`src/rtl/core/snrd_pkg.sv`:
```
// Package for the smooth noise-robust differentiator: widths, coefficients, control types.
`default_nettype none

package snrd_pkg;

  // Fixed payload geometry
  localparam int Channels  = 4;
  localparam int SampleW   = 16;
  localparam int SlopeW    = 32;
  localparam int RateW     = 20;
  localparam logic [RateW-1:0] RateReset = 20'd1000;

  // Default window length (odd, 5..15)
  localparam int WindowDef = 7;
  localparam int MaxBinomN = 16;

  // Pipeline control handed from the merge stage to every lane
  typedef struct packed {
    logic en;    // all pipeline stages advance
    logic fire;  // an input transaction is taken this cycle
  } snrd_ctrl_t;

  // Binomial coefficient by Pascal's triangle; zero outside 0..n
  function automatic int binom(input int n, input int j);
    int row [MaxBinomN+1];
    int res;
    for (int x = 0; x <= MaxBinomN; x++) begin
      row[x] = (x == 0) ? 1 : 0;
    end
    for (int i = 1; i <= MaxBinomN; i++) begin
      if (i <= n) begin
        for (int x = MaxBinomN; x >= 1; x--) begin
          row[x] = row[x] + row[x-1];
        end
      end
    end
    if (j < 0 || j > n) begin
      res = 0;
    end else begin
      res = row[j];
    end
    return res;
  endfunction

  // Tap weight for the difference k steps either side of the center
  function automatic int coef(input int window, input int k);
    int m;
    m = (window - 3) >> 1;
    return binom(2 * m, m - k + 1) - binom(2 * m, m - k - 1);
  endfunction

  // Sum of all tap weights (all are positive)
  function automatic int coef_total(input int window);
    int half;
    int acc;
    half = (window - 1) >> 1;
    acc  = 0;
    for (int k = 1; k <= half; k++) begin
      acc = acc + coef(window, k);
    end
    return acc;
  endfunction

  // Width of the weighted difference sum (signed)
  function automatic int sum_width(input int window);
    return SampleW + 2 + $clog2(coef_total(window));
  endfunction

  // Width of sum times gain (signed)
  function automatic int prod_width(input int window);
    return sum_width(window) + RateW + 1;
  endfunction

endpackage

`default_nettype wire

```
`src/rtl/core/snrd_lane.sv`:
```
// One channel lane: sample history, weighted difference sum and gain multiply.
`default_nettype none

module snrd_lane #(
  parameter int WINDOW = snrd_pkg::WindowDef
) (
  input  wire logic                                        clk_i,
  input  wire logic                                        rst_ni,
  input  wire snrd_pkg::snrd_ctrl_t                        ctrl_i,
  input  wire logic signed [snrd_pkg::SampleW-1:0]         sample_i,
  input  wire logic [snrd_pkg::RateW-1:0]                  rate_i,
  output logic signed [snrd_pkg::prod_width(WINDOW)-1:0]   prod_o
);

  localparam int Half    = (WINDOW - 1) / 2;
  localparam int HDepth  = WINDOW - 1;
  localparam int SumW    = snrd_pkg::sum_width(WINDOW);
  localparam int ProdW   = snrd_pkg::prod_width(WINDOW);
  localparam int RateW_S = snrd_pkg::RateW + 1;

  logic signed [snrd_pkg::SampleW-1:0] hist_q [HDepth];
  logic signed [snrd_pkg::SampleW-1:0] win    [WINDOW];
  logic signed [SumW-1:0]              sum_d, sum_q;
  logic signed [RateW_S-1:0]           rate_s;
  logic signed [ProdW-1:0]             prod_d, prod_q;

  // Window: newest sample first, then history oldest last
  always_comb begin
    win[0] = sample_i;
    for (int d = 1; d < WINDOW; d++) begin
      win[d] = hist_q[d-1];
    end
  end

  // History shift line, cleared at reset
  always_ff @(posedge clk_i or negedge rst_ni) begin
    if (!rst_ni) begin
      for (int d = 0; d < HDepth; d++) begin
        hist_q[d] <= '0;
      end
    end else if (ctrl_i.fire) begin
      hist_q[0] <= sample_i;
      for (int d = 1; d < HDepth; d++) begin
        hist_q[d] <= hist_q[d-1];
      end
    end
  end

  // Weighted central differences around the window center
  always_comb begin
    sum_d = '0;
    for (int k = 1; k <= Half; k++) begin
      sum_d = sum_d + SumW'(snrd_pkg::coef(WINDOW, k))
                      * (SumW'(win[Half-k]) - SumW'(win[Half+k]));
    end
  end

  // Gain multiply on the registered sum
  assign rate_s = $signed({1'b0, rate_i});
  assign prod_d = ProdW'(sum_q) * ProdW'(rate_s);

  always_ff @(posedge clk_i) begin
    if (ctrl_i.en) begin
      sum_q  <= sum_d;
      prod_q <= prod_d;
    end
  end

  assign prod_o = prod_q;

endmodule

`default_nettype wire

```
`config.mk`:
```
export PLATFORM = sky130hd
export DESIGN_NAME = snrd_lane
export DESIGN_NICKNAME = d
export VERILOG_FILES = /design/src/rtl/core/snrd_pkg.sv /design/src/rtl/core/snrd_lane.sv
export SDC_FILE = /design/constraint.sdc
export NUM_CORES = 2
export LEC_CHECK = 0
export BUFFER_PORTS_ARGS = -buffer_cell sky130_fd_sc_hd__buf_2
export CAP_MARGIN = 15
export CORE_ASPECT_RATIO = 0.8
export CORE_MARGIN = 2
export CORE_UTILIZATION = 66
export DETAILED_ROUTE_END_ITERATION = 8
export GPL_ROUTABILITY_DRIVEN = 0
export PLACE_DENSITY_LB_ADDON = 0.05
export SLEW_MARGIN = 25
export SYNTH_ARGS = -nofsm -noshare
export SYNTH_HDL_FRONTEND = slang
export SYNTH_SLANG_ARGS = --single-unit
```
`constraint.sdc`:
```
create_clock -name clk_i -period 7.87 [get_ports clk_i]
set_clock_uncertainty 0.15 [all_clocks]
set_input_delay 0.787 -clock clk_i [delete_from_list [all_inputs] [get_ports clk_i]]
set_output_delay 0.787 -clock clk_i [all_outputs]
set_load 0.01 [all_outputs]
```
### After elaboration in Yosys (flattened, before gate mapping)

Cells that the tools add are included.

| word-level totals | value |
|---|---|
| flip-flop bits (word level) | 161 |
| input bits | 40 |
| output and inout port bits | 43 |
| logic and storage cells | 15 |

| cells by class | value |
|---|---|
| $add $sub $neg | 5 |
| $mul | 2 |

Operators with widths:

| cell | count |
|---|---|
| subtractor 16 x 16 -> 17 bit | 3 |
| multiplier 22 x 21 -> 43 bit | 1 |
| adder 22 x 19 -> 22 bit | 1 |
| adder 22 bit | 1 |
| multiplier 4 x 22 -> 22 bit, first input constant | 1 |

### Logic depth before layout (Yosys ltp)

| depth | value |
|---|---|
| word-level depth | 4 |
| gate-level depth with buffers | 25 |
| gate-level depth less buffers | 25 |

### Least setup slack after synthesis

OpenSTA, ideal clock, no wires.

| timing path | value |
|---|---|
| kind | input port to flip-flop |
| start point | in rate_i[12] in the netlist's numbering |
| end point | reg prod_q[36] (netlist: prod_o[36]), data pin |
| library setup time | 0.180 ns |
| arrival | 6.715 ns |
| data required time | 7.540 ns |
| path slack | 0.825 ns |
| stages | 23 |
| buffers on the path | 1 |
| path through | clkbuf_1 nand2_1 fa_1 inv_1 fa_1 inv_1 fa_1 inv_1 fa_1 fa_1 fa_1 inv_1 fa_1 inv_1 ha_1 and4_1 and2_1 and2_1 a41o_1 o21a_1 o211ai_2 or4b_1 o311ai_1 |

| between the ends | value |
|---|---|
| longest elaborated chain between the ends | 1 |

Ends and longest elaborated chain:

| item | line | RTL |
|---|---|---|
| from (decl) | snrd_lane.sv:11 | `input wire logic [snrd_pkg::RateW-1:0] rate_i,` |
| multiplier 22 x 21 -> 43 bit | snrd_lane.sv:60 | `assign prod_d = ProdW'(sum_q) * ProdW'(rate_s);` |
| named net prod_d[36] | snrd_lane.sv:25 | `logic signed [ProdW-1:0] prod_d, prod_q;` |
| to (signal assigned) | snrd_lane.sv:65 | `prod_q <= prod_d;` |
| to (decl) | snrd_lane.sv:25 |  |

The timed path passes the listed nets, and every way through them passes these cells.
A chain may end at the register's enable or synchronous reset.

### Final worst setup path

| timing path | value |
|---|---|
| start point | reg sum_q[14] |
| end point | reg prod_q[40] (netlist: prod_o[40]), data pin |

| between the ends | value |
|---|---|
| longest elaborated chain between the ends | 1 |

Ends and longest elaborated chain:

| item | line | RTL |
|---|---|---|
| from (decl) | snrd_lane.sv:23 | `logic signed [SumW-1:0] sum_d, sum_q;` |
| from (signal assigned) | snrd_lane.sv:64 | `sum_q <= sum_d;` |
| multiplier 22 x 21 -> 43 bit | snrd_lane.sv:60 |  |
| named net prod_d[40] | snrd_lane.sv:25 |  |

The timed path passes the listed nets, and every way through them passes these cells.

==> insert_results.sql <==
INSERT INTO impl_metrics (metric_group, metric, value, unit) VALUES
('timing', 'setup-tns-final', '0', 'ps'),
('timing', 'final_min_period_over_clock_period', '94.5', '%'),
('cts', 'cts.clk_slew.worst_paths', '70', 'ps'),
('placed_design', 'post_placement_setup_slack', '238', 'ps'),
('critical_path', 'setup.worst_path.end_class', 'flip-flop', ''),
('placed_design', 'postPlaceCellArea', '0.0270', 'mm2'),
('cts', 'cts_num_sinks', '161', ''),
('critical_path', 'reg2reg_depth', '22', ''),
('floorplanning', 'core.rowCount', '65', ''),
('synth', 'synth_cell_type_count', '68', ''),
('layout', 'final_cell_mix', 'sky130_fd_sc_hd__inv_1 (586), sky130_fd_sc_hd__fa_1 (492), sky130_fd_sc_hd__nand2_1 (282)', ''),
('floorplanning', 'die_x', '226', 'um'),
('synth', 'synth-seq-cells', '161', ''),
('floorplanning', 'fp.dieH', '182', 'um'),
('critical_path', 'timing.critical_path.mode_cell', 'sky130_fd_sc_hd__fa_1', ''),
('cts', 'cts_root_buffer', 'sky130_fd_sc_hd__clkbuf_16', ''),
('critical_path', 'cp_data_required_time', '7890', 'ps'),
('synth', 'syn_nets', '3407', ''),
('timing', 'maxClockFrequency', '135', 'MHz'),
('timing', 'slew_viol_final', '0', ''),
('drt', 'drcViolationCount', '0', ''),
('cts', 'worst_skew_pair.late_latency', '440', 'ps'),
('floorplanning', 'floorplan.die_area', '0.0411', 'mm2'),
('critical_path', 'timing.critical_path.cells', 'buf_4 -> and2_1 -> fa_1 -> inv_1 -> fa_1 -> inv_1 -> fa_1 -> inv_1 -> fa_1 -> fa_1 -> fa_1 -> fa_1 -> inv_1 -> ha_1 -> a21oi_1 -> nand2_1 -> a221oi_1 -> nand2_1 -> o21a_1 -> o21ai_0 -> o31ai_1 -> xor2_1', ''),
('layout', 'final_common_cell', 'sky130_fd_sc_hd__inv_1', ''),
('floorplanning', 'fp.coreArea', '0.0392', 'mm2'),
('synth', 'netlist_area', '0.0260', 'mm2'),
('critical_path', 'timing.critical_path.slowest_stage_cell', 'sky130_fd_sc_hd__edfxtp_1', ''),
('critical_path', 'crit_path_largest_cell_delay', '590', 'ps'),
('flow_run', 'max_cap_violations', '0', ''),
('cts', 'h-tree-depth', '4', ''),
('synth', 'synth-async-reset-ratio', '59.6', '%'),
('worst_hold_path', 'min-delay-path-class', 'input port to asynchronous set/reset pin', ''),
('critical_path', 'rrSetupSlack', '440', 'ps'),
('cts', 'tritoncts', 'built', ''),
('run_status', 'run_status', 'completed', ''),
('drt', 'postRouteAntennaNets', '0', ''),
('critical_path', 'r2r-start', 'sum_q[14]$_DFFE_PP_', ''),
('global_routing', 'wire_length_of_the_first_global_routing_pass', '97500', 'um'),
('layout', 'layout-area-overhead-vs-synth', '5.73', '%'),
('timing', 'postLayoutSetupSlackWorst', '436', 'ps'),
('drt', 'detail_route.iter0.violations', '1311', ''),
('timing', 'final_period_minus_worst_setup_slack', '7430', 'ps'),
('critical_path', 'critical_path_buf_inv_count', '5', ''),
('synth', 'yosysWarnings', '0', ''),
('placed_design', 'hpwl', '46600', 'um'),
('timing', 'finalSetupViolCount', '0', ''),
('cts', 'cts_hold_buf', '0', ''),
('synth', 'syn-mean-instance-area', '9.75', 'um2'),
('critical_path', 'worst_r2r_endpoint', 'prod_o[40]$_DFFE_PP_', ''),
('floorplanning', 'initial_utilization', '66.4', '%'),
('critical_path', 'critical-path-top-delay-family', 'adder cells', ''),
('timing', 'setup_repair_after_global_routing_missed_its_margin', 'no', ''),
('drt', 'drt-vias-per-instance', '5.58', ''),
('timing', 'report.final.hold_viol_count', '0', ''),
('layout', 'insertedDiodeCount', '0', ''),
('cts', 'cts-root-to-sink-buffers', '2', ''),
('critical_path', 'startpoint_of_the_worst_setup_timing_path', 'sum_q[14]$_DFFE_PP_', ''),
('critical_path', 'critPathMaxFanout', '13', ''),
('layout', 'drive_above_1_share', '7.67', '%'),
('timing', 'slew_hr', '34.7', '%'),
('cts', 'cts.repair_timing.setup_buffer_count', '0', ''),
('drt', 'routed_wirelength', '56800', 'um'),
('floorplanning', 'io-pin-count', '83', ''),
('cts', 'cts_made_buffers', '17', ''),
('synth', 'postSynth.topFlopCell', 'sky130_fd_sc_hd__dfrtp_1', ''),
('critical_path', 'worstSetupPathDepth', '22', ''),
('global_routing', 'first_global_vias', '19624', ''),
('global_routing', 'grt_overflow', '0', ''),
('global_routing', 'antenna_found_initial', '0', ''),
('critical_path', 'crit_path_end', 'prod_o[40]$_DFFE_PP_', '');
metrics by stage:
step	hold slack, ps	utilization, %	instances
after floorplan	299	-	2670
after global placement	307	68.8	3215
after detailed placement	317	68.8	3215
after CTS	71.0	70.2	3247
after global routing	92.2	70.2	3247
final	82.7	70.2	3247
Yosys cell counts, types with 22 or more instances:
master	instances	share of area, %
sky130_fd_sc_hd__inv_1	586	8.4
sky130_fd_sc_hd__fa_1	492	38
sky130_fd_sc_hd__nand2_1	282	4.1
sky130_fd_sc_hd__and2_1	247	5.9
sky130_fd_sc_hd__ha_1	205	9.8
sky130_fd_sc_hd__clkbuf_1	98	1.4
sky130_fd_sc_hd__dfrtp_1	96	9.2
sky130_fd_sc_hd__o21ai_0	83	1.6
sky130_fd_sc_hd__a21oi_1	77	1.5
sky130_fd_sc_hd__edfxtp_1	65	7.5
sky130_fd_sc_hd__xnor2_1	62	2.1
sky130_fd_sc_hd__nor2_1	52	0.75
sky130_fd_sc_hd__mux2_2	49	2.1
sky130_fd_sc_hd__xor2_1	29	0.98
sky130_fd_sc_hd__nor3_1	28	0.54
sky130_fd_sc_hd__nand3_1	24	0.46
sky130_fd_sc_hd__a21o_1	22	0.63
sequential cells by signal, indices dropped and copies added, names as in the netlist:
name	count
sum_q	22
hist_q	96
prod_o	43
cell families after synthesis:
| group | Yosys count | synth area share, % |
|---|---|---|
| multiplexers | 50 | 2.16 |
| buffers and inverters | 688 | 9.95 |
| AO/OA/AOI/OAI | 282 | 6.94 |
| AND/OR/NAND/NOR | 701 | 13.5 |
| adder cells (fa/ha/maj) | 697 | 47.7 |
| flip-flops | 161 | 16.7 |
| XOR/XNOR | 91 | 3.06 |
layout make-up:
cell class / count / area, um2
multi-input cells: 1821 / 19100
repair buffers: 111 / 633
clock inverters: 12 / 100
clock buffers: 20 / 479
well taps: 536 / 671
flip-flops and latches: 161 / 4350
inverters: 586 / 2200
fillers: 3035 / 11700
how the worst min path moves through the flow:
stage,depth (start not counted),startpoint,endpoint,slack [ps]
floorplan,2,hist_q[49]$_DFFE_PN0P_,hist_q[33]$_DFFE_PN0P_,300
global placement,2,hist_q[55]$_DFFE_PN0P_,hist_q[39]$_DFFE_PN0P_,310
detailed placement,2,hist_q[58]$_DFFE_PN0P_,hist_q[42]$_DFFE_PN0P_,320
CTS,1,rst_ni,hist_q[92]$_DFFE_PN0P_,70
global route,1,rst_ni,hist_q[92]$_DFFE_PN0P_,90
finish,1,rst_ni,hist_q[76]$_DFFE_PN0P_,80
layer usage:
metal | track usage, % | wire (um) | vias to the layer above
met2 | 50.8 | 27800 | 510
met4 | 8.87 | 1570 | 0
li1 | - | - | 8234
met3 | 4.03 | 3290 | 100
met5 | 0 | 0 | -
met1 | 41.6 | 24100 | 9280
Power is not shown: default switching activity piles up to over one toggle a cycle in this logic, so the estimate is an artifact.
