===== src/rtl/core/snrd_pkg.sv =====
// Package for the smooth noise-robust differentiator: widths, coefficients, control types.
`default_nettype none

package snrd_pkg;

  // Fixed payload geometry
  localparam int Channels  = 4;
  localparam int SampleW   = 16;
  localparam int SlopeW    = 32;
  localparam int RateW     = 20;
  localparam logic [RateW-1:0] RateReset = 20'd1000;

  // Default window length (odd, 5..15)
  localparam int WindowDef = 7;
  localparam int MaxBinomN = 16;

  // Pipeline control handed from the merge stage to every lane
  typedef struct packed {
    logic en;    // all pipeline stages advance
    logic fire;  // an input transaction is taken this cycle
  } snrd_ctrl_t;

  // Binomial coefficient by Pascal's triangle; zero outside 0..n
  function automatic int binom(input int n, input int j);
    int row [MaxBinomN+1];
    int res;
    for (int x = 0; x <= MaxBinomN; x++) begin
      row[x] = (x == 0) ? 1 : 0;
    end
    for (int i = 1; i <= MaxBinomN; i++) begin
      if (i <= n) begin
        for (int x = MaxBinomN; x >= 1; x--) begin
          row[x] = row[x] + row[x-1];
        end
      end
    end
    if (j < 0 || j > n) begin
      res = 0;
    end else begin
      res = row[j];
    end
    return res;
  endfunction

  // Tap weight for the difference k steps either side of the center
  function automatic int coef(input int window, input int k);
    int m;
    m = (window - 3) >> 1;
    return binom(2 * m, m - k + 1) - binom(2 * m, m - k - 1);
  endfunction

  // Sum of all tap weights (all are positive)
  function automatic int coef_total(input int window);
    int half;
    int acc;
    half = (window - 1) >> 1;
    acc  = 0;
    for (int k = 1; k <= half; k++) begin
      acc = acc + coef(window, k);
    end
    return acc;
  endfunction

  // Width of the weighted difference sum (signed)
  function automatic int sum_width(input int window);
    return SampleW + 2 + $clog2(coef_total(window));
  endfunction

  // Width of sum times gain (signed)
  function automatic int prod_width(input int window);
    return sum_width(window) + RateW + 1;
  endfunction

endpackage

`default_nettype wire


===== src/rtl/core/snrd_out_if.sv =====
// Output channel: one vector of channel slopes with valid/ready.
`default_nettype none

interface snrd_out_if;
  logic                                   valid;
  logic                                   ready;
  logic signed [snrd_pkg::SlopeW-1:0]     slope_0;
  logic signed [snrd_pkg::SlopeW-1:0]     slope_1;
  logic signed [snrd_pkg::SlopeW-1:0]     slope_2;
  logic signed [snrd_pkg::SlopeW-1:0]     slope_3;

  modport source (output valid, slope_0, slope_1, slope_2, slope_3, input ready);
  modport sink   (input valid, slope_0, slope_1, slope_2, slope_3, output ready);
endinterface

`default_nettype wire


===== src/rtl/core/snrd_merge.sv =====
// Merge stage: pipeline control, floor shift and saturation of all lanes, output register.
`default_nettype none

module snrd_merge #(
  parameter int WINDOW = snrd_pkg::WindowDef
) (
  input  wire logic                                        clk_i,
  input  wire logic                                        rst_ni,
  input  wire logic                                        in_valid_i,
  output logic                                             in_ready_o,
  output snrd_pkg::snrd_ctrl_t                             ctrl_o,
  input  wire logic signed [snrd_pkg::prod_width(WINDOW)-1:0] prod_i [snrd_pkg::Channels],
  snrd_out_if.source                                       out_o
);

  localparam int ProdW = snrd_pkg::prod_width(WINDOW);
  localparam int Shift = WINDOW - 2;
  localparam int SlW   = snrd_pkg::SlopeW;

  logic en;
  logic sum_vld_q, prod_vld_q, out_vld_q;
  logic signed [ProdW-1:0] shr   [snrd_pkg::Channels];
  logic signed [SlW-1:0]   sat_d [snrd_pkg::Channels];
  logic signed [SlW-1:0]   slope_q [snrd_pkg::Channels];

  // Whole pipeline moves when the output register is free or drained
  assign en          = !out_vld_q || out_o.ready;
  assign in_ready_o  = en;
  assign ctrl_o.en   = en;
  assign ctrl_o.fire = in_valid_i && en;

  // Stage valid bits
  always_ff @(posedge clk_i or negedge rst_ni) begin
    if (!rst_ni) begin
      sum_vld_q  <= 1'b0;
      prod_vld_q <= 1'b0;
      out_vld_q  <= 1'b0;
    end else if (en) begin
      sum_vld_q  <= ctrl_o.fire;
      prod_vld_q <= sum_vld_q;
      out_vld_q  <= prod_vld_q;
    end
  end

  // Floor shift and clamp to signed 32 bits per lane
  always_comb begin
    for (int c = 0; c < snrd_pkg::Channels; c++) begin
      shr[c] = prod_i[c] >>> Shift;
      if (!shr[c][ProdW-1] && (|shr[c][ProdW-2:SlW-1])) begin
        sat_d[c] = {1'b0, {(SlW-1){1'b1}}};
      end else if (shr[c][ProdW-1] && !(&shr[c][ProdW-2:SlW-1])) begin
        sat_d[c] = {1'b1, {(SlW-1){1'b0}}};
      end else begin
        sat_d[c] = shr[c][SlW-1:0];
      end
    end
  end

  always_ff @(posedge clk_i) begin
    if (en) begin
      for (int c = 0; c < snrd_pkg::Channels; c++) begin
        slope_q[c] <= sat_d[c];
      end
    end
  end

  assign out_o.valid   = out_vld_q;
  assign out_o.slope_0 = slope_q[0];
  assign out_o.slope_1 = slope_q[1];
  assign out_o.slope_2 = slope_q[2];
  assign out_o.slope_3 = slope_q[3];

endmodule

`default_nettype wire


===== src/flat_wrapper.sv =====
// flat-port wrapper written by rule: the top's interface ports become plain ports
module snrd_merge_flat 
#(
  parameter int WINDOW = snrd_pkg::WindowDef
)
  (clk_i, rst_ni, in_valid_i, in_ready_o, ctrl_o, prod_i, out_o_valid, out_o_slope_0, out_o_slope_1, out_o_slope_2, out_o_slope_3, out_o_ready);
  snrd_out_if out_o_i ();
  input  wire logic clk_i;
  input  wire logic rst_ni;
  input  wire logic in_valid_i;
  output logic in_ready_o;
  output snrd_pkg::snrd_ctrl_t ctrl_o;
  input  wire logic signed [snrd_pkg::prod_width(WINDOW)-1:0] prod_i[snrd_pkg::Channels];
  output wire logic [$bits(out_o_i.valid)-1:0] out_o_valid;
  output wire logic [$bits(out_o_i.slope_0)-1:0] out_o_slope_0;
  output wire logic [$bits(out_o_i.slope_1)-1:0] out_o_slope_1;
  output wire logic [$bits(out_o_i.slope_2)-1:0] out_o_slope_2;
  output wire logic [$bits(out_o_i.slope_3)-1:0] out_o_slope_3;
  input wire logic [$bits(out_o_i.ready)-1:0] out_o_ready;
  assign out_o_valid = out_o_i.valid;
  assign out_o_slope_0 = out_o_i.slope_0;
  assign out_o_slope_1 = out_o_i.slope_1;
  assign out_o_slope_2 = out_o_i.slope_2;
  assign out_o_slope_3 = out_o_i.slope_3;
  assign out_o_i.ready = out_o_ready;
  snrd_merge #(.WINDOW(WINDOW)) u_core (.clk_i(clk_i), .rst_ni(rst_ni), .in_valid_i(in_valid_i), .in_ready_o(in_ready_o), .ctrl_o(ctrl_o), .prod_i(prod_i), .out_o(out_o_i));
endmodule

===== config.mk =====
export PLATFORM = sky130hd
export DESIGN_NAME = snrd_merge_flat
export DESIGN_NICKNAME = d
export VERILOG_FILES = /design/src/rtl/core/snrd_pkg.sv /design/src/rtl/core/snrd_out_if.sv /design/src/rtl/core/snrd_merge.sv /design/src/flat_wrapper.sv
export SDC_FILE = /design/constraint.sdc
export NUM_CORES = 1
export LEC_CHECK = 0
export ABC_AREA = 1
export BUFFER_PORTS_ARGS = -buffer_cell sky130_fd_sc_hd__buf_4
export CAP_MARGIN = 30
export CORE_MARGIN = 10
export CORE_UTILIZATION = 40
export DETAILED_ROUTE_END_ITERATION = 8
export PLACE_DENSITY = 0.74
export SETUP_SLACK_MARGIN = 0.05
export SLEW_MARGIN = 20
export SYNTH_ARGS = -nofsm -noshare
export SYNTH_HDL_FRONTEND = slang
export SYNTH_SLANG_ARGS = --single-unit
export TNS_END_PERCENT = 1

===== constraint.sdc =====
create_clock -name clk_i -period 4.9 [get_ports clk_i]
set_input_delay 0.735 -clock clk_i [delete_from_list [all_inputs] [get_ports clk_i]]
set_output_delay 0.735 -clock clk_i [all_outputs]
set_load 0.01 [all_outputs]

* After elaboration in Yosys (flattened, before gate mapping)
Memories as Yosys holds them, arrays and structs flattened.
Index checks and enable logic that the tools add are counted.
** Word-level totals
- Flip-flop bits (word level) :: 3
- Bits in writable memories :: 128
- Bits of input ports :: 176
- Output and inout bits :: 132
- Logic and storage cells :: 41
- Memories kept :: 1
** Memory list
- u_core.slope_q :: depth 4, bits a word 32, rd ports 4, clocked after Yosys merged registers in 0, write ports 4, line snrd_merge.sv:24 : logic signed [SlW-1:0] slope_q [snrd_pkg::Channels];
** Cells by class
- Mux-type cells :: 10
- Reductions and logical operators :: 27
** Operators with widths (count)
- two-way mux 32 bit :: 8
- AND reduction 7 bit :: 4
- OR reduction 7 bit :: 4
- logical AND 1 bit :: 9
- zero test 1 bit :: 9
- two-way mux 1 bit :: 2
- logical OR 1 bit :: 1

* Depth between registers and ports, before layout
Gate-level depths: netlist (run 1).
- Depth in word-level cells :: 5
- Depth in mapped cells :: 7
- Gate-level depth less buffers :: 6

* Worst setup path before layout (run 1)
No wires, ideal clock.
- Path type :: in2out
- From :: in out_o_ready
- To :: out ctrl_o[0] in the netlist's numbering
- Data arrival time :: 4.063 ns
- Required time :: 4.165 ns
- Slack :: 0.102 ns
- Cell stages on the path :: 4
- Buffers on the path :: 0
- Cells stage by stage :: inv_1 -> nand2_1 -> nand2_1 -> inv_1
** RTL lines
- from (decl) :: line flat_wrapper.sv:19 : input wire logic [$bits(out_o_i.ready)-1:0] out_o_ready;
- to (decl) :: line flat_wrapper.sv:12 : output snrd_pkg::snrd_ctrl_t ctrl_o;

==> run metrics, run 1 <==
run status=complete, no violations; Buffers on Ports=287; Setup Skew=5.83 ps; First-pass DRT Iterations=6; Congestion Overflow GR=0; Avg WL per Cell=16.4 um; DIE WIDTH=136 um; share of cells above drive strength 1=0.426; Worst path slowest cell=buf_4; synth top area cells=edfxtp_1 (72%), nand2_1 (19%), buf_6 (2.5%); Starting Density=0.405; Finish-stage setup viols=0; GP Congestion=0.831; worst reg2reg startpoint=u_core.out_o.valid; Post-Syn Instances=470; Layout Cells excl Fill=942; cell count after placement=906; fill count=1063; Iter 0 DRT Violations=251; multi-input combinational cell area=1150 um^2; Mapped Avg Cell Area=11.4 um^2; Data arrival, critical path=1310 ps; Max Slew Vio Count=0; Post-Synthesis Cell Area=5350 um^2; GRT Util Overall=0.158; vias post-DR=4245; htree depth=4; Synth Warn #=0; ys async rst share=0.0229; initial antenna violation count=0; vias per cell=4.51; Antenna diodes=0; highest ir drop seen on vdd=0.000220 V; Fin. Hold Viols=0; post-synth cell types=11; top-count cell post-synth=nand2_1; clock root buffer=clkbuf_16; Max FO, Critical Path=5; Tot Pwr=3.30 mW; top cells by count, synth=nand2_1 (273), edfxtp_1 (128), nor2_1 (16); final instance area=8080 um^2; DRC Markers=0; die height=136 um; Pleak=3.77 nW; fin crit share=0.418; Antenna Nets Post-Route=0; top_reg_cell synth=edfxtp_1; CP peak stage delay=130 ps; #FFs+latches synth=131; R2R Path End=u_core.slope_q[3][14]; Slew headroom=0.443; TritonCTS Sinks=131; CP Cell Sequence=buf_4 > inv_1 > nand2_4 > nand2_1 > inv_1 > buf_4; R2R setup slack=3290 ps; Max clock buf depth=2; CTS Buf Count=17; WS Path Type=input port to output pin; Final Util=0.612; Reg2Reg Depth=2; Post-DP Area=7500 um^2; Seq. cell area=3920 um^2; top cell type's share of synthesized area=0.719; Fin Setup TNS=0 ps; vias in the first global route=4295; minimum clock period=2050 ps; Pwr Density=409 nW/um^2; Area Overhead vs Synth=51.1%; unrepaired setup endpoints after global routing=false; die area=18400 um^2; Routed WL=15.5 mm; number of max-cap violations=0; first-pass GRT wire length=22.5 mm; Mapped Nets=646; part of the Yosys area used for sequential elements=0.733; final net count=929; postcts setup bufs=0; hold bufs inserted after CTS=0; Reg clk slew, reported paths=50 ps; element type at the critical path start=input port; Achievable Freq=489 MHz; number of gates resized after cts=0; cell accounting for the most synthesized area=edfxtp_1; worst hold path class=input port to asynchronous set/reset pin; IO Pins=308; CP Launch Point=out_o_ready; number of synthesized flops with an enable pin=128; CTS tree=built; Worst-Skew Late Latency=400 ps; Core ar.=13200 um^2; Worst EP required=4160 ps; worst slew pin tran=836 ps; Row Count=42; pin count of the biggest net entering global routing=67; Setup crit end kind=output pin; DP HPWL=11.9 mm
==> critical path: cells and delay by family <==
| kind | cells | cell delay [ps] |
|---|---|---|
| buffers and inverters | 4 | 380 |
| AND/OR/NAND/NOR | 2 | 190 |
==> per-stage QoR <==
step           hold WS [ps]  setup WS [ps]
2_1_floorplan           420            102
3_3_place_gp            430           2690
3_5_place_dp            442           2650
4_1_cts                96.9           2840
5_1_grt                90.8           2820
6_report                115           2850
==> layout by cell type (no fill, tap or decap) <==
cell,synthesis,routed
buf_4,13,289
nand2_1,273,272
edfxtp_1,128,128
clkbuf_16,0,17
nor2_1,16,16
inv_1,11,11
clkinv_2,0,7
nand3_1,5,5
nand2_2,4,4
clkbuf_1,4,3
clkinvlp_4,0,3
dfrtp_1,3,3
buf_6,12,2
buf_8,0,2
nand2_4,0,1
o21ai_0,1,1
clkinv_1,0,1
bufinv_16,0,1
==> flip-flops by register name, indices dropped and copies added, names as in the netlist <==
signal,count
u_core.sum_vld_q,1
u_core.slope_q,128
u_core.out_o.valid,1
u_core.prod_vld_q,1
==> metal layers <==
metal  global-route usage  vias up  part of all wire
li1                     -     2088                 -
met1                0.157     1931              0.34
met2                0.273      209              0.51
met3               0.0853       17              0.13
met4               0.0592        0             0.014
met5                    0        -                 0
==> logic make-up (layout without fill, tap and decap cells) <==
family	count (synthesis)	count (layout)	share of synthesized area
and+or+nand+nor	298	298	0.212
DFF	131	131	0.733
buffers and inverters	40	336	0.0540
AOI/OAI and AO/OA	1	1	0.000935
==> area by class of cell <==
type,count,share of cell area
Sequential cell,131,0.485
Timing Repair Buffer,293,0.275
Multi-Input combinational cell,299,0.142
Clock buffer,20,0.0541
Tap cell,176,0.0273
Clock inverter,12,0.0113
Inverter,11,0.00511
==> report_power, final <==
| part | switching [mW] | internal (mW) |
|---|---|---|
| sequential | 0.0519 | 1.47 |
| clock | 0.440 | 0.687 |
| combinational | 0.353 | 0.305 |
==> worst max path at each step <==
| stage | to | slack [ps] | cells after the start |
|---|---|---|---|
| after floorplan | ctrl_o[0] | 100 | 4 |
| after global placement | u_core.slope_q[2][14] | 2690 | 5 |
| after detailed placement | u_core.slope_q[1][15] | 2650 | 5 |
| after CTS | ctrl_o[0] | 2840 | 6 |
| after global routing | ctrl_o[0] | 2820 | 6 |
| final | ctrl_o[0] | 2850 | 6 |
No activity file was read; power rests on OpenSTA's default activity.
==> inputs of run 2 (changes only) <==
- clock period: 4.9 -> 2 ns (I/O delays scaled with it)
==> run metrics, run 2 (synthesis results as in run 1) <==
run status=complete, no violations; CTS Buf Count=17 (unchanged); first-pass GRT wire length=24.0 mm (+6.5%); Core ar.=13200 um^2 (unchanged); Achievable Freq=555 MHz; WS Path Type=flop to output pin; CTS tree=built; unrepaired setup endpoints after global routing=false; fin crit share=0.901; Max FO, Critical Path=43 (+38); Pwr Density=1040 nW/um^2 (+150%); worst slew pin tran=556 ps (-280 ps); vias post-DR=4338 (+2.2%); element type at the critical path start=flop; Worst-Skew Late Latency=410 ps (about the same); clock root buffer=clkbuf_16; Avg WL per Cell=16.8 um (+2.5%); Layout Cells excl Fill=948 (+0.64%); DP HPWL=12.3 mm (+3.2%); DRC Markers=0 (unchanged); Data arrival, critical path=1500 ps (+190 ps); final net count=935 (+0.65%); DIE WIDTH=136 um (unchanged); htree depth=4 (unchanged); Fin. Hold Viols=0 (unchanged); Routed WL=16.0 mm (+3.1%); Iter 0 DRT Violations=246 (-2.0%); vias per cell=4.58 (+1.5%); First-pass DRT Iterations=4 (-2); Slew headroom=0.628 (+0.185); Max Slew Vio Count=0 (unchanged); Fin Setup TNS=0 ps (unchanged); minimum clock period=1800 ps; number of max-cap violations=0 (unchanged); pin count of the biggest net entering global routing=44 (-34%); vias in the first global route=4616 (+7.5%); TritonCTS Sinks=131 (unchanged); Worst EP required=1700 ps (-2460 ps); cell count after placement=915 (+0.99%); share of cells above drive strength 1=0.426 (+0.000578); Biggest register=u_core.slope_q; most frequent cells in the layout=buf_4 (298), nand2_1 (272), edfxtp_1 (128); max FFs per register=128 (unchanged); DP Worst Slack=404 ps (-2240 ps); Worst Slack Setup Final=198 ps (-2660 ps); Final Util=0.620 (+0.00797); Area Overhead vs Synth=53.0%; highest ir drop seen on vdd=0.000542 V (+150%); Finish-stage setup viols=0 (unchanged); Buffers on Ports=287 (unchanged); Row Count=42 (unchanged); GP Congestion=0.757 (-8.8%); die area=18400 um^2 (unchanged); Congestion Overflow GR=0 (unchanged); Antenna diodes=0 (unchanged); Pleak=3.82 nW (+1.4%); Reg clk slew, reported paths=50 ps (about the same); Max clock buf depth=2 (unchanged); die height=136 um (unchanged); initial antenna violation count=0 (unchanged); leading cell type in the layout, fill and taps excluded=buf_4; IO Pins=308 (unchanged); Antenna Nets Post-Route=0 (unchanged); Starting Density=0.405 (unchanged); Setup crit end kind=output pin; GRT Util Overall=0.169 (+0.0105); worst hold path class=input port to flop; Setup Skew=8.94 ps (+3.10 ps)
[run 2: final timing paths]
path,slack [ps],depth (start not counted),startpoint,endpoint
max in group asynchronous,1660,2,rst_ni,u_core.out_o.valid
worst max-delay path,200,4,u_core.out_o.valid,ctrl_o[0]
worst max register to register,410,2,u_core.out_o.valid,u_core.slope_q[0][30]
min in group asynchronous,240,2,rst_ni,u_core.prod_vld_q
worst min-delay path,90,1,prod_i[171],u_core.slope_q[0][31]
worst min register to register,450,2,u_core.prod_vld_q,u_core.out_o.valid
[run 2: cell type report]
type                    count  area (um^2)
repair buffers            299         2250
well taps                 176          220
multi-input cells         299         1160
fillers                  1082         5010
inverters                  11         41.3
flip-flops and latches    131         3920
clock inverters            12          163
clock buffers              20          437
[run 2: timing repair]
action                                  4_1_cts  5_1_grt
buffers inserted                              0        0
gates resized for setup                       0        0
endpoints found under the hold margin         3        0
endpoints found under the setup margin        0        0
hold buffers                                  1        0
[run 2: per-stage QoR]
stage               power [mW]  hold slack, ps  instance area (um^2)
detailed placement        5.45            91.2                  7570
global route              8.89            73.6                  8180
global placement          5.39            88.1                  7570
floorplan                 4.43            4.41                  5360
finish                    8.52            94.1                  8180
CTS                       8.62            70.8                  8180
[run 2: critical path, cell delays in order (launching register included)]
cell     delay, ps
dfrtp_1        450
nand2_8        310
nand2_1        140
inv_1           80
buf_4          120
[run 2: per-layer routing]
| layer | up-vias | global-route usage | share of wire |
|---|---|---|---|
| met2 | 180 | 0.286 | 0.52 |
| met1 | 2035 | 0.168 | 0.34 |
| met5 | - | 0 | 0 |
| met4 | 0 | 0.0760 | 0.020 |
| li1 | 2102 | - | - |
| met3 | 21 | 0.0890 | 0.12 |
[run 2: where the power goes]
group	switching [mW]	internal, mW
Sequential	0.140	3.59
Clock	1.09	2.07
Combinational	0.870	0.771
